`config.mk`:
```
export PLATFORM = sky130hd
export DESIGN_NAME = scbs_ctrl
export DESIGN_NICKNAME = d
export VERILOG_FILES = /design/src/sv/scbs_pkg.sv /design/src/sv/scbs_ctrl.sv
export SDC_FILE = /design/constraint.sdc
export NUM_CORES = 1
export LEC_CHECK = 0
export BUFFER_PORTS_ARGS = -buffer_cell sky130_fd_sc_hd__buf_2
export CELL_PAD_IN_SITES_DETAIL_PLACEMENT = 0
export CELL_PAD_IN_SITES_GLOBAL_PLACEMENT = 1
export CORE_MARGIN = 2
export CORE_UTILIZATION = 35
export CTS_CLUSTER_SIZE = 8
export DETAILED_ROUTE_END_ITERATION = 16
export PLACE_DENSITY_LB_ADDON = 0.12
export SLEW_MARGIN = 5
export SYNTH_ARGS = -nofsm -noshare
export SYNTH_HDL_FRONTEND = slang
export SYNTH_SLANG_ARGS = --single-unit
```
`constraint.sdc`:
```
create_clock -name clock -period 1.47 [get_ports clock]
set_input_delay 0.0735 -clock clock [delete_from_list [all_inputs] [get_ports clock]]
set_output_delay 0.0735 -clock clock [all_outputs]
set_load 0.01 [all_outputs]
```
`src/sv/scbs_pkg.sv`:
```
// ----------------------------------------------------------------------------
// scbs_pkg
// Shared types and constants of the sample-consensus background subtractor.
// ----------------------------------------------------------------------------
package scbs_pkg;

   localparam int CNT_W  = 7;
   localparam int DIST_W = 18;

   localparam logic [2:0] CSR_DIST_THRESHOLD   = 3'd0;
   localparam logic [2:0] CSR_SAMPLE_COUNT     = 3'd1;
   localparam logic [2:0] CSR_REQUIRED_MATCHES = 3'd2;
   localparam logic [2:0] CSR_LEARNING_MASK    = 3'd3;
   localparam logic [2:0] CSR_COLOR_MODE       = 3'd4;
   localparam logic [2:0] CSR_IMAGE_WIDTH      = 3'd5;
   localparam logic [2:0] CSR_IMAGE_HEIGHT     = 3'd6;

   localparam logic FUNC_LOAD     = 1'b0;
   localparam logic FUNC_CLASSIFY = 1'b1;

   typedef struct packed {
      logic cap;
      logic mem_rd;
      logic dist_en;
      logic cmp_en;
      logic wr_load;
      logic wr_self;
      logic wr_nei;
      logic rsp_load;
   } ctrl_cmd_type;

   typedef struct packed {
      logic is_load;
      logic in_frame;
      logic walk_empty;
      logic last;
      logic hit_stop;
      logic rsp_free;
   } ctrl_sts_type;

   // neighbour offsets, raster order without the centre
   function automatic logic signed [1:0] dir_dx(input logic [2:0] d);
      logic signed [1:0] v;
      case (d)
         3'd0, 3'd3, 3'd5: v = -2'sd1;
         3'd1, 3'd6:       v = 2'sd0;
         default:          v = 2'sd1;
      endcase
      return v;
   endfunction

   function automatic logic signed [1:0] dir_dy(input logic [2:0] d);
      logic signed [1:0] v;
      case (d)
         3'd0, 3'd1, 3'd2: v = -2'sd1;
         3'd3, 3'd4:       v = 2'sd0;
         default:          v = 2'sd1;
      endcase
      return v;
   endfunction

endpackage

```
`src/sv/scbs_ctrl.sv`:
```
// ----------------------------------------------------------------------------
// scbs_ctrl
// Sequencer: load write, sample walk, updates and result hand-off.
// ----------------------------------------------------------------------------
module scbs_ctrl (
   input  logic                  clock,
   input  logic                  reset,
   input  logic                  req_valid,
   output logic                  req_ready,
   input  scbs_pkg::ctrl_sts_type sts,
   output scbs_pkg::ctrl_cmd_type cmd
);
   import scbs_pkg::*;

   typedef enum logic [8:0] {
      ST_IDLE = 9'b000000001,
      ST_CHK  = 9'b000000010,
      ST_LOAD = 9'b000000100,
      ST_RD   = 9'b000001000,
      ST_DIST = 9'b000010000,
      ST_CMP  = 9'b000100000,
      ST_UPS  = 9'b001000000,
      ST_UPN  = 9'b010000000,
      ST_DONE = 9'b100000000
   } state_type;

   state_type state_ff, state_in;

   always_comb begin
      state_in  = state_ff;
      cmd       = '0;
      req_ready = 1'b0;
      case (state_ff)
         ST_IDLE: begin
            req_ready = 1'b1;
            if (req_valid) begin
               cmd.cap  = 1'b1;
               state_in = ST_CHK;
            end
         end
         ST_CHK: begin
            if (!sts.in_frame) begin
               state_in = ST_DONE;
            end else if (sts.is_load) begin
               state_in = ST_LOAD;
            end else if (sts.walk_empty) begin
               state_in = ST_DONE;
            end else begin
               state_in = ST_RD;
            end
         end
         ST_LOAD: begin
            cmd.wr_load = 1'b1;
            state_in    = ST_DONE;
         end
         ST_RD: begin
            cmd.mem_rd = 1'b1;
            state_in   = ST_DIST;
         end
         ST_DIST: begin
            cmd.dist_en = 1'b1;
            state_in    = ST_CMP;
         end
         ST_CMP: begin
            cmd.cmp_en = 1'b1;
            if (sts.hit_stop) begin
               state_in = ST_UPS;
            end else if (sts.last) begin
               state_in = ST_DONE;
            end else begin
               state_in = ST_RD;
            end
         end
         ST_UPS: begin
            cmd.wr_self = 1'b1;
            state_in    = ST_UPN;
         end
         ST_UPN: begin
            cmd.wr_nei = 1'b1;
            state_in   = ST_DONE;
         end
         ST_DONE: begin
            if (sts.rsp_free) begin
               cmd.rsp_load = 1'b1;
               state_in     = ST_IDLE;
            end
         end
         default: state_in = ST_IDLE;
      endcase
   end

   always_ff @(posedge clock) begin
      if (reset) begin
         state_ff <= ST_IDLE;
      end else begin
         state_ff <= state_in;
      end
   end

   a_rd_then_dist: assert property (@(posedge clock) disable iff (reset)
      cmd.mem_rd |=> cmd.dist_en)
      else $error("read not followed by distance stage");

   a_self_then_nei: assert property (@(posedge clock) disable iff (reset)
      cmd.wr_self |=> cmd.wr_nei)
      else $error("own update not followed by neighbour update");

   a_no_rd_wr: assert property (@(posedge clock) disable iff (reset)
      !(cmd.mem_rd && (cmd.wr_load || cmd.wr_self || cmd.wr_nei)))
      else $error("read and write in the same cycle");

   a_rsp_free: assert property (@(posedge clock) disable iff (reset)
      cmd.rsp_load |-> sts.rsp_free)
      else $error("result loaded over a waiting word");
endmodule

```
[Word level (Yosys, flattened, before mapping)]
Index checks and enable logic that the tools add are counted.
Storage, ports and cells
  word-level logic and storage cells: 33
  bits in registers: 9
  output and inout port bits: 9
  bits of input ports: 9
Operators by class
  reductions and logical operators: 2
  mux-type cells: 19
  eq/ne operators: 11
Operators with widths (count)
  $pmux 9 s8: 1
  $mux 9: 7
  $mux 1: 11
  $eq 9x1->1 const B: 1
  $eq 9x2->1 const B: 1
  $eq 9x3->1 const B: 1
  $eq 9x4->1 const B: 1
  $eq 9x5->1 const B: 1
  $eq 9x6->1 const B: 1
  $eq 9x7->1 const B: 1
  $eq 9x8->1 const B: 1
  $eq 9x9->1 const B: 1
  $ne 2x2->1 const B: 2
  $reduce_and 2->1: 1
  $reduce_or 2->1: 1

[Depth between registers and ports, before layout]
  depth after elaboration: 4
  gate-level depth with buffers: 5
  depth with buffers taken out: 4

[Worst setup path after synthesis]
No wires, ideal clock.
  path type: reg2reg
  start: reg state_ff[2]
  end: reg state_ff[5]
  period minus slack after synthesis: 1.385 ns
  required time: 1.411 ns
  slack: 0.085 ns
  setup time: 0.059 ns
  path buffers: 1
  arrival time: 1.326 ns
  cell stages (with the launch flop): 6
  cell sequence: dfxtp_1 > buf_2 > nor3_2 > nand2_1 > nor4_2 > o211a_1
On the way
  word-level cells in the longest chain between the ends: 3
  elaborated cells between the ends (all ways): 14
  those cells by class: eq/ne: 11; mux: 1; reduce/logical: 2
RTL lines
  from (decl): line scbs_ctrl.sv:27  | state_type state_ff, state_in;
  from (signal assigned): line scbs_ctrl.sv:96  | state_ff <= state_in;
  $eq 9x8->1, or another cell as far along: line scbs_ctrl.sv:33  | case (state_ff)
  $reduce_or 2->1 (no source line) or $ne 2x2->1 (tied branches)
  $pmux 9 s8 or $reduce_and 2->1 (tied branches)
Parallel ways exist; a longest one is shown, timed or not.
A chain may end at the register's enable or synchronous reset.

==> summary.txt <==
Timing
  • Worst hold slack: between 0.05 and 0.06 ns
  • Fin. max-slew vios: 0
  • Post-route setup slack: -0.1026 ns
  • Max Clock Skew: a little over 0.002 ns
  • Setup tns final: -0.3399 ns
  • Minimum clock period: 1.573 ns
  • RSZ-0062 raised after global routing: true
  • Rel. slew slack: 0.6967
  • Final Setup Violations: 6
  • Final hold vios: 0
  • Final worst-path cycle share: 1.070
  • Worst-Margin Slew: around 0.45 ns
  • Highest Clock Rate: around 0.64 GHz

Setup path
  • R2R Setup Slk: ~0.060 ns
  • Crit path max fanout: 4
  • Setup crit end kind: primary output
  • Crit Path Category: register to primary output
  • Type of origin of the critical path: register
  • CP required: 1.40 ns
  • CP arrival: around 1.5 ns

Detailed routing
  • WL per Instance: around 14 µm
  • Post-route ant nets: 0
  • DRC: 0
  • Via-to-Cell Ratio: ~5.4
  • Drt total wl: 1899 µm
  • Pre-antenna DRT Iters: 4
  • Initial DRC Count: 35
  • DR vias: around 740

Logic synthesis
  • EDFF count, synth: 0
  • Netlist cell types: 36
  • Net Count, Synth: 88
  • Synth Area per Inst: a little over 8 µm²
  • Yosys warnings: 0
  • Mapped cell area: 641.9 µm²
  • Ys flop type: dfxtp_1
  • Register area share after synthesis: 0.2807
  • Async S/R FF share, synth: 0
  • Yosys reg bits: 9
  • Post-Syn Instances: between 70 and 80

Run status
  • Status: finished, violations left
  • Failing checks: negative setup slack

Layout
  • Inserted Diodes: 0
  • Post-route cell area: 987.2 µm²
  • Final nets: between 100 and 150
  • Biggest regs: state_ff (9)
  • Most flops, register: state_ff
  • Area grow syn2layout: 53.80%
  • Share of cells above drive strength 1: 0.5439
  • Max FFs per register: 9

Clocking
  • Clock Sinks: 9
  • Clk slew on worst S/H paths: ~0.070 ns
  • CTS Buffer Depth: 2
  • Max H-tree Level: 1
  • TritonCTS buffer count: 3
  • CTS tree: done
  • Clock Latency Late Sink: approximately 0.26 ns
  • Root buffer cell: clkbuf_4

Floorplan
  • IO Count: 18
  • Area of the die: 2193 µm²
  • Rows: 15
  • Die W: 46.83 µm
  • Starting Density: 0.3717
  • Core Area: 1727 µm²
  • Die Ht: around 47 µm

GRT
  • First-pass GRT wire length: between 2000 and 3000 µm
  • Largest net degree at the start of global routing: 10
  • GRT Util Overall: 0.1895
  • Initial antenna violation count: 0
  • Vias in the first global route: about 630
  • Gr ovfl total: 0

Power and ir drop
  • Peak VDD IR: roughly 410 µV
  • Power density over the cells: a little over 600 nW/µm²
  • Leakage power: around 0.00043 µW

Placed design
  • Placed Area: between 800 and 900 µm²
  • Dpl hpwl: 1369 µm
  • PortBufs: 17
  • Final Wtd Congestion: between 0.8 and 0.9

Job
  • Max cap viols: 0

Hold path
  • HP Class: primary input to register
## synthesized netlist by cell type, drive strengths merged, types with 2 or more instances
| master | n | area (µm²) |
|---|---|---|
| and4 | 2 | 17.52 |
| buf | 2 | 10.01 |
| inv | 3 | 11.26 |
| nand2 | 7 | 26.28 |
| o21ai | 4 | 20.01 |
| nor4b | 4 | 41.29 |
| a31oi | 2 | 12.51 |
| nor3b | 2 | 15.01 |
| o211a | 2 | 20.02 |
| nor3 | 5 | 35.03 |
| a21oi | 2 | 10.01 |
| nor2 | 9 | 33.78 |
| nor2b | 5 | 31.28 |
| xor2 | 2 | 17.52 |
| nor4 | 3 | 40.04 |
| nand2b | 2 | 12.51 |
| dfxtp | 9 | 180.2 |
## critical path, stage by stage (launching register included)
cell     delay, ns
dfxtp_2       0.35
nor4_4        0.36
and2_1        0.20
and4_1        0.20
buf_2         0.13
## final timing paths
check              startpoint     endpoint  cells after the start
setup / recovery  state_ff[6]       cmd[7]                      4
hold / removal          reset  state_ff[8]                      2
setup reg to reg  state_ff[6]  state_ff[6]                      5
hold reg to reg   state_ff[6]  state_ff[4]                      3
## placed cells by master (no fill, tap or decap), types with 2 or more instances in the layout
cell	count
inv_1	3
o211a_1	2
a21oi_1	2
nand2_2	2
buf_6	2
nand2_1	5
nor4b_1	2
o21ai_0	3
nand2b_1	2
dfxtp_4	2
dfxtp_2	7
buf_4	16
nor4_4	2
buf_2	16
clkbuf_4	3
nor3_2	3
nor2_1	7
nor2b_1	5
a31oi_1	2
nor2_2	2
xor2_1	2
nor3b_1	2
## routing by layer
metal  part of all wire  global-route usage  up-vias
met2               0.45              0.2603       39
met5                  0                   0        -
li1                   -                   -      367
met1               0.46              0.2917      338
met3              0.082             0.02308        0
met4                  0             0.08333        0
## cell families (layout without fill, tap and decap cells)
group | after synthesis | in the layout | share of synthesized area
AOI/OAI and AO/OA | 15 | 15 | 0.1657
and+or+nand+nor | 47 | 47 | 0.4854
xor gates and xnor gates | 2 | 2 | 0.02730
DFF | 9 | 9 | 0.2807
buffers and inverters | 6 | 41 | 0.04093
## cell type report
cell class	count	area, µm²
Fill cell	169	739.5
Clock inverter	1	5.005
Timing Repair Buffer	34	222.7
Tap cell	25	31.28
Clock buffer	3	22.52
Multi-Input combinational cell	64	498.0
Inverter	3	11.26
Sequential cell	9	196.4
## through the flow
| step | setup slack, ns | util | cells | power [µW] |
|---|---|---|---|---|
| floorplan | 0.08509 | - | 79 | 334.5 |
| global placement | 0.02942 | 0.4739 | 128 | 383.0 |
| detailed placement | 0.02716 | 0.4739 | 128 | 383.7 |
| CTS | -0.09212 | 0.5420 | 138 | 607.1 |
| global route | -0.1831 | 0.5717 | 139 | 649.7 |
| finish | -0.1026 | 0.5717 | 139 | 606.7 |
## report_power, final
group | internal [µW] | leakage (µW) | switching (µW) | total [µW]
clock network | 101 | 0.0000177 | 95.0 | 196
registers | 248 | 0.0000772 | 17.9 | 266
logic | 75.2 | 0.000336 | 69.7 | 145
## what timing repair did
| action | in CTS | in global routing |
|---|---|---|
| setup buffers | 6 | 1 |
| pin swaps | 9 | 6 |
| setup endpoints to repair | 9 | 13 |
| resized for setup | 16 | 11 |
| hold buffers | 0 | 0 |
(Power assumes the default switching activity.)
